--- config.mk ---
export PLATFORM = sky130hd
export DESIGN_NAME = bhpq_ctrl
export DESIGN_NICKNAME = d
export VERILOG_FILES = /design/src/bhpq_pkg.sv /design/src/bhpq_ctrl.sv
export VERILOG_INCLUDE_DIRS = /design/src /design/src/src
export SDC_FILE = /design/constraint.sdc
export NUM_CORES = 1
export LEC_CHECK = 0
export BUFFER_PORTS_ARGS = -buffer_cell sky130_fd_sc_hd__buf_2
export CORE_MARGIN = 2
export CORE_UTILIZATION = 30
export CTS_BUF_LIST = sky130_fd_sc_hd__clkbuf_8
export DETAILED_ROUTE_END_ITERATION = 8
export GPL_TIMING_DRIVEN = 0
export HOLD_SLACK_MARGIN = 0.02
export PLACE_DENSITY = 0.48
export RECOVER_POWER = 50
export SETUP_SLACK_MARGIN = 0.4
export SYNTH_ARGS = -nofsm -noshare
export SYNTH_HDL_FRONTEND = slang
export SYNTH_SLANG_ARGS = --single-unit
--- constraint.sdc ---
create_clock -name clk_i -period 14.13 [get_ports clk_i]
set_clock_uncertainty 0.2 [all_clocks]
set_input_delay 0.7065 -clock clk_i [delete_from_list [all_inputs] [get_ports clk_i]]
set_output_delay 0.7065 -clock clk_i [all_outputs]
set_load 0.05 [all_outputs]
--- src/assert_macros.svh ---
// assertion macros used by the heap queue controller
`ifndef ASSERT_MACROS_SVH
`define ASSERT_MACROS_SVH

`ifndef SYNTHESIS
// checked outside reset
`define BHPQ_ASSERT(lbl, prop, msg) \
  lbl: assert property (@(posedge clk_i) disable iff (!rst_ni) prop) else $error(msg);
// checked on every edge, reset included
`define BHPQ_ASSERT_ALWAYS(lbl, prop, msg) \
  lbl: assert property (@(posedge clk_i) prop) else $error(msg);
`else
`define BHPQ_ASSERT(lbl, prop, msg)
`define BHPQ_ASSERT_ALWAYS(lbl, prop, msg)
`endif

`endif

--- src/bhpq_pkg.sv ---
// types and codes of the binary min-heap priority queue
package bhpq_pkg;

  localparam logic REQ_PUSH = 1'b0;
  localparam logic REQ_POP  = 1'b1;

  localparam logic [1:0] ST_DONE  = 2'd0;
  localparam logic [1:0] ST_FULL  = 2'd1;
  localparam logic [1:0] ST_EMPTY = 2'd2;

  typedef struct packed {
    logic               req_type;
    logic [15:0]        job_handle;
    logic signed [31:0] priority_req;
  } in_item_t;

  typedef struct packed {
    logic [15:0]        out_job_handle;
    logic signed [31:0] out_priority;
    logic [1:0]         status;
    logic [6:0]         count_after;
  } out_item_t;

  // one heap slot
  typedef struct packed {
    logic [15:0]        handle;
    logic signed [31:0] prio;
  } entry_t;

endpackage

--- src/bhpq_ctrl.sv ---
// heap sequencer: push sift-up and pop sift-down over the slot memory
`include "assert_macros.svh"

module bhpq_ctrl #(
  parameter int CAPACITY = 64,
  parameter int AW       = 6,
  parameter int CW       = 7
) (
  input  logic                clk_i,
  input  logic                rst_ni,
  input  logic                in_valid_i,
  output logic                in_stall_o,
  input  bhpq_pkg::in_item_t  in_item_i,
  output logic                res_valid_o,
  input  logic                res_ready_i,
  output bhpq_pkg::out_item_t res_item_o,
  output logic                mem_we_o,
  output logic [AW-1:0]       mem_waddr_o,
  output bhpq_pkg::entry_t    mem_wdata_o,
  output logic [AW-1:0]       mem_raddr_a_o,
  output logic [AW-1:0]       mem_raddr_b_o,
  input  bhpq_pkg::entry_t    mem_rdata_a_i,
  input  bhpq_pkg::entry_t    mem_rdata_b_i
);
  import bhpq_pkg::*;

  typedef enum logic [2:0] {
    S_IDLE,
    S_POP_RD,
    S_SIFT_UP,
    S_SIFT_DN,
    S_FINISH
  } state_e;

  state_e    state_q, state_d;
  logic [CW-1:0] count_q, count_d;
  logic [AW-1:0] pos_q, pos_d;
  entry_t    mov_q, mov_d;
  out_item_t res_q, res_d;

  logic [AW-1:0] par;
  logic [AW-1:0] tail;
  logic [AW+1:0] lc_w;
  logic [AW+1:0] rc_w;
  logic [AW+1:0] child_w;
  logic [AW:0]   nl_w;
  logic          take_l;
  logic          take_r;
  logic signed [31:0] best_prio;
  entry_t        child_data;
  entry_t        new_entry;
  logic [31:0]   cnt_ext;

  assign new_entry = '{handle: in_item_i.job_handle, prio: in_item_i.priority_req};
  assign par       = (pos_q - AW'(1)) >> 1;
  assign tail      = count_q[AW-1:0] - AW'(1);
  assign lc_w      = {1'b0, pos_q, 1'b1};
  assign rc_w      = lc_w + (AW+2)'(1);

  // child selection: left on ties, only strictly smaller children move up
  always_comb begin
    take_l     = (32'(lc_w) < 32'(count_q)) &&
                 ($signed(mem_rdata_a_i.prio) < $signed(mov_q.prio));
    best_prio  = take_l ? mem_rdata_a_i.prio : mov_q.prio;
    take_r     = (32'(rc_w) < 32'(count_q)) &&
                 ($signed(mem_rdata_b_i.prio) < $signed(best_prio));
    child_w    = take_r ? rc_w : lc_w;
    child_data = take_r ? mem_rdata_b_i : mem_rdata_a_i;
    nl_w       = {child_w[AW-1:0], 1'b1};
  end

  always_comb begin
    state_d       = state_q;
    count_d       = count_q;
    pos_d         = pos_q;
    mov_d         = mov_q;
    res_d         = res_q;
    mem_we_o      = 1'b0;
    mem_waddr_o   = pos_q;
    mem_wdata_o   = mov_q;
    mem_raddr_a_o = '0;
    mem_raddr_b_o = '0;
    res_valid_o   = 1'b0;
    cnt_ext       = '0;

    unique case (state_q)
      S_IDLE: begin
        if (in_valid_i) begin
          res_d.out_job_handle = '0;
          res_d.out_priority   = '0;
          res_d.status         = ST_DONE;
          state_d              = S_FINISH;
          if (in_item_i.req_type == REQ_PUSH) begin
            if (count_q == CW'(CAPACITY)) begin
              res_d.status = ST_FULL;
            end else begin
              count_d = count_q + CW'(1);
              mov_d   = new_entry;
              pos_d   = count_q[AW-1:0];
              if (count_q == '0) begin
                mem_we_o    = 1'b1;
                mem_waddr_o = '0;
                mem_wdata_o = new_entry;
              end else begin
                mem_raddr_a_o = tail >> 1;
                state_d       = S_SIFT_UP;
              end
            end
          end else begin
            if (count_q == '0) begin
              res_d.status = ST_EMPTY;
            end else begin
              count_d       = count_q - CW'(1);
              mem_raddr_a_o = '0;
              mem_raddr_b_o = tail;
              state_d       = S_POP_RD;
            end
          end
          cnt_ext           = 32'(count_d);
          res_d.count_after = cnt_ext[6:0];
        end
      end

      S_POP_RD: begin
        // root goes out, tail becomes the entry sifted down from the root
        res_d.out_job_handle = mem_rdata_a_i.handle;
        res_d.out_priority   = mem_rdata_a_i.prio;
        if (count_q == '0) begin
          state_d = S_FINISH;
        end else begin
          mov_d         = mem_rdata_b_i;
          pos_d         = '0;
          mem_raddr_a_o = AW'(1);
          mem_raddr_b_o = AW'(2);
          state_d       = S_SIFT_DN;
        end
      end

      S_SIFT_UP: begin
        mem_we_o = 1'b1;
        if (pos_q == '0) begin
          state_d = S_FINISH;
        end else if ($signed(mov_q.prio) < $signed(mem_rdata_a_i.prio)) begin
          // parent moves down into the hole
          mem_wdata_o   = mem_rdata_a_i;
          pos_d         = par;
          mem_raddr_a_o = (par - AW'(1)) >> 1;
        end else begin
          state_d = S_FINISH;
        end
      end

      S_SIFT_DN: begin
        mem_we_o = 1'b1;
        if (take_l || take_r) begin
          mem_wdata_o   = child_data;
          pos_d         = child_w[AW-1:0];
          mem_raddr_a_o = nl_w[AW-1:0];
          mem_raddr_b_o = nl_w[AW-1:0] + AW'(1);
        end else begin
          state_d = S_FINISH;
        end
      end

      S_FINISH: begin
        res_valid_o = 1'b1;
        if (res_ready_i) begin
          state_d = S_IDLE;
        end
      end

      default: begin
        state_d = S_IDLE;
      end
    endcase
  end

  always_ff @(posedge clk_i or negedge rst_ni) begin
    if (!rst_ni) begin
      state_q <= S_IDLE;
      count_q <= '0;
    end else begin
      state_q <= state_d;
      count_q <= count_d;
    end
  end

  always_ff @(posedge clk_i) begin
    pos_q <= pos_d;
    mov_q <= mov_d;
    res_q <= res_d;
  end

  assign in_stall_o = (state_q != S_IDLE);
  assign res_item_o = res_q;

  `BHPQ_ASSERT(a_count_bound, count_q <= CW'(CAPACITY), "entry count above capacity")
  `BHPQ_ASSERT(a_full_status, res_valid_o && res_q.status == ST_FULL |-> count_q == CW'(CAPACITY), "full status with free slots")
  `BHPQ_ASSERT(a_empty_status, res_valid_o && res_q.status == ST_EMPTY |-> count_q == '0, "empty status with entries held")
  `BHPQ_ASSERT(a_hole_in_heap, state_q == S_SIFT_DN |-> 32'(pos_q) < 32'(count_q), "sift-down hole beyond heap tail")

endmodule

==> flow_summary.toml <==
[synth]
synth_top_cell_by_area = "sky130_fd_sc_hd__edfxtp_1"
post_synthesis_instance_area_um2 = 9670
synth_mux_area_frac = 0.0109
synth.area.top_cells = "sky130_fd_sc_hd__edfxtp_1 (34%), sky130_fd_sc_hd__ha_1 (11%), sky130_fd_sc_hd__nand2_1 (9.6%)"
yosysWarnings = 0
synth_top_family_by_area = "compound AO/OA/AOI/OAI gates"
synth_area_in_simple_gates = 0.213
ys_dominant_reg_cell = "sky130_fd_sc_hd__edfxtp_1"
synth_adder_area_share = 0.106
fraction_of_synthesis_flops_using_an_asynchronous_set_or_reset_pin = 0.0826
syn_area_per_cell_um2 = 8.33
post_synth_inst_count = 1161
synth-edff-count = 111
synth_sequential_area_ratio = 0.371
yosysTopAreaCellShare = 0.345
synth_top_cells_by_count = "sky130_fd_sc_hd__nand2_1 (247), sky130_fd_sc_hd__o21ai_0 (113), sky130_fd_sc_hd__edfxtp_1 (111)"
synth_fp_nets = 1392
synth-xor-area-share = 0.0190
synth_cell_types = 69
synth.most_common_cell = "sky130_fd_sc_hd__nand2_1"
ys_seq_elements = 121
synth_area_in_compound_gates = 0.222

[clocking]
cts_resized = 0
numClockSinks = 121
path_clk_slew_ns = 0.07
cts_tree = "built"
cts_root_buf = "sky130_fd_sc_hd__clkbuf_8"
ctsHoldBuffers = 1
htree_levels = 4
tritoncts.num_buffers = 17
post-cts-setup-buffer-count = 0
worstSkewPairLatency_ns = 0.48
cts_max_path_buffers = 2

[grt]
pin_count_of_the_biggest_net_entering_global_routing = 35
global_route.usage.total = 0.243
globalRoute.totalOverflow = 0
global_route_wire_length_before_repair_um = 60600
antenna_violations_before_repair = 3
first_global_vias = 9752

[floorplan]
ioPinCount = 275
die_extent_in_y_um = 184
dieArea_um2 = 33700
die_w_um = 184
rows = 65
design.core.area_um2 = 31600
initial_utilization = 0.306

[drt]
routed_wl_um = 42200
highest-signal-layer = "met5"
wl_per_cell_um = 22.5
route.layer.met1.wl_um = 18400
drt_pre_antenna_iters = 8
met2_wirelength_um = 19900
drt_first_iter_violations = 1241
vias_after_detailed_routing = 10300
detailroute.wirelength.met3_um = 3040
drc_violation_count_after_routing = 0
post_drt_via_cell_ratio = 5.48
final_antenna_net_count = 0

[hold_path]
hold_path_startpoint = "res_ready_i"
hold_class = "input port to flip-flop"

[timing]
setup_repair_after_global_routing_missed_its_margin = "false"
maxSlewHeadroom = 0.235
timing.setup.tns_ns = 0
tightest_slew_ns = 1.13
hold_violations = 0
fmax_mhz = 112
setup_viol_count_final = 0
final_min_period_over_clock_period = 0.629
min_period_ns = 8.89
final_slew_viol_count = 0

[run]
max_cap_viol_count = 0

[worst_setup_path]
startpoint_type = "flip-flop"
crit-reg2reg-launch = "mov_q[31]"
crit_start = "mov_q[31]"
path_max_fanout = 10
cp.arrival_ns = 7.99
critPathKind = "flip-flop to primary output"
crit_required_ns = 13.22
cp-end-kind = "primary output"

[final_layout]
finalNetCount = 1693
area_growth_syn_to_layout_pct = 23.9
fraction_of_final_layout_cells_with_drive_strength_greater_than_1 = 0.210

[place]
detailedPlacementHpwl_um = 32500
gp_congestion = 0.906
port_buffers = 274

[outcome]
run_status = "completed"
-- path summary, 6_finish.rpt --
path	endpoint	slack (ns)	cells after the start
min in group asynchronous	count_q[2]	0.57	2
setup / recovery	mem_raddr_b_o[4]	5.24	27
hold reg to reg	pos_q[4]	0.44	1
max in group asynchronous	state_q[2]	12.72	2
setup reg to reg	pos_q[1]	7.00	24
hold / removal	state_q[2]	0.29	2
-- flip-flops by register name (all words and copies together), names as in the netlist --
name	flops
mov_q	48
state_q	3
pos_q	6
count_q	7
res_item_o	57
-- cells by family after synthesis --
logic type	count (synthesis)
flops	121
compound gates	318
fa+ha+maj	82
simple gates	474
buf+inv	135
xor+xnor	21
mux	10
-- stage by stage --
step,instances,utilization,hold slack (ns),setup WS [ns],instance area (µm²)
4_1_cts,1876,0.381,0.280,5.21,12100
3_5_place_dp,1844,0.368,0.403,5.31,11600
3_3_place_gp,1837,0.365,0.397,4.49,11500
2_1_floorplan,1161,-,0.211,6.90,9670
5_1_grt,1877,0.379,0.281,4.75,12000
6_report,1878,0.379,0.295,5.24,12000
-- critical path, cell delays in order, from the launching register on --
cell,delay (ns)
sky130_fd_sc_hd__edfxtp_1,0.44
sky130_fd_sc_hd__ha_1,0.48
sky130_fd_sc_hd__nand4_1,0.23
sky130_fd_sc_hd__nor4_2,0.49
sky130_fd_sc_hd__nor2_1,0.14
sky130_fd_sc_hd__a31oi_2,0.30
sky130_fd_sc_hd__nor3_2,0.11
sky130_fd_sc_hd__or3_1,0.35
sky130_fd_sc_hd__clkbuf_1,0.14
sky130_fd_sc_hd__buf_2,0.22
sky130_fd_sc_hd__buf_6,0.19
sky130_fd_sc_hd__a21oi_1,0.22
sky130_fd_sc_hd__ha_1,0.17
sky130_fd_sc_hd__nand2_1,0.07
sky130_fd_sc_hd__nor4_1,0.50
sky130_fd_sc_hd__a21oi_1,0.19
sky130_fd_sc_hd__a31oi_1,0.27
sky130_fd_sc_hd__nand2_1,0.09
sky130_fd_sc_hd__o31a_1,0.27
sky130_fd_sc_hd__a41oi_4,0.41
sky130_fd_sc_hd__buf_2,0.38
sky130_fd_sc_hd__buf_2,0.40
sky130_fd_sc_hd__ha_1,0.38
sky130_fd_sc_hd__or3_1,0.33
sky130_fd_sc_hd__nand3_1,0.08
sky130_fd_sc_hd__o21ai_0,0.12
sky130_fd_sc_hd__o22ai_1,0.20
sky130_fd_sc_hd__buf_2,0.31
-- layout by cell type, fill, tap and decap left out, types with 7 or more instances in the layout --
cell,n
sky130_fd_sc_hd__or3_1,8
sky130_fd_sc_hd__ha_1,82
sky130_fd_sc_hd__nand4_1,12
sky130_fd_sc_hd__clkbuf_1,111
sky130_fd_sc_hd__clkbuf_8,20
sky130_fd_sc_hd__a21oi_2,24
sky130_fd_sc_hd__nor2_1,108
sky130_fd_sc_hd__o21ai_0,113
sky130_fd_sc_hd__o21ai_1,7
sky130_fd_sc_hd__dfrtp_1,10
sky130_fd_sc_hd__o221ai_1,11
sky130_fd_sc_hd__inv_1,63
sky130_fd_sc_hd__nor2b_1,7
sky130_fd_sc_hd__nand2_1,246
sky130_fd_sc_hd__nand3_1,33
sky130_fd_sc_hd__a31oi_1,7
sky130_fd_sc_hd__a21o_1,11
sky130_fd_sc_hd__xnor2_1,16
sky130_fd_sc_hd__and3_1,18
sky130_fd_sc_hd__a222oi_1,38
sky130_fd_sc_hd__nor3_1,8
sky130_fd_sc_hd__edfxtp_1,111
sky130_fd_sc_hd__a21oi_1,54
sky130_fd_sc_hd__buf_2,227
sky130_fd_sc_hd__buf_6,11
-- layout make-up --
class                           instances  area [µm²]
Sequential cell                       121        3580
Clock buffer                           20         275
Fill cell                            3386       19700
Clock inverter                         11         130
Tap cell                              402         503
Timing Repair Buffer                  282        1390
Buffer                                 73         339
Inverter                               62         233
Antenna cell                            2        5.00
Multi-Input combinational cell        905        5520
-- layer usage --
metal,GRT usage,vias to the layer above
li1,-,4834
met3,0.0424,59
met1,0.322,4909
met2,0.403,496
met4,0.0781,2
met5,0,-
Power is left out: the tool's default activity adds up to more than one toggle a clock period on the data nets, which glitch-free logic cannot reach.
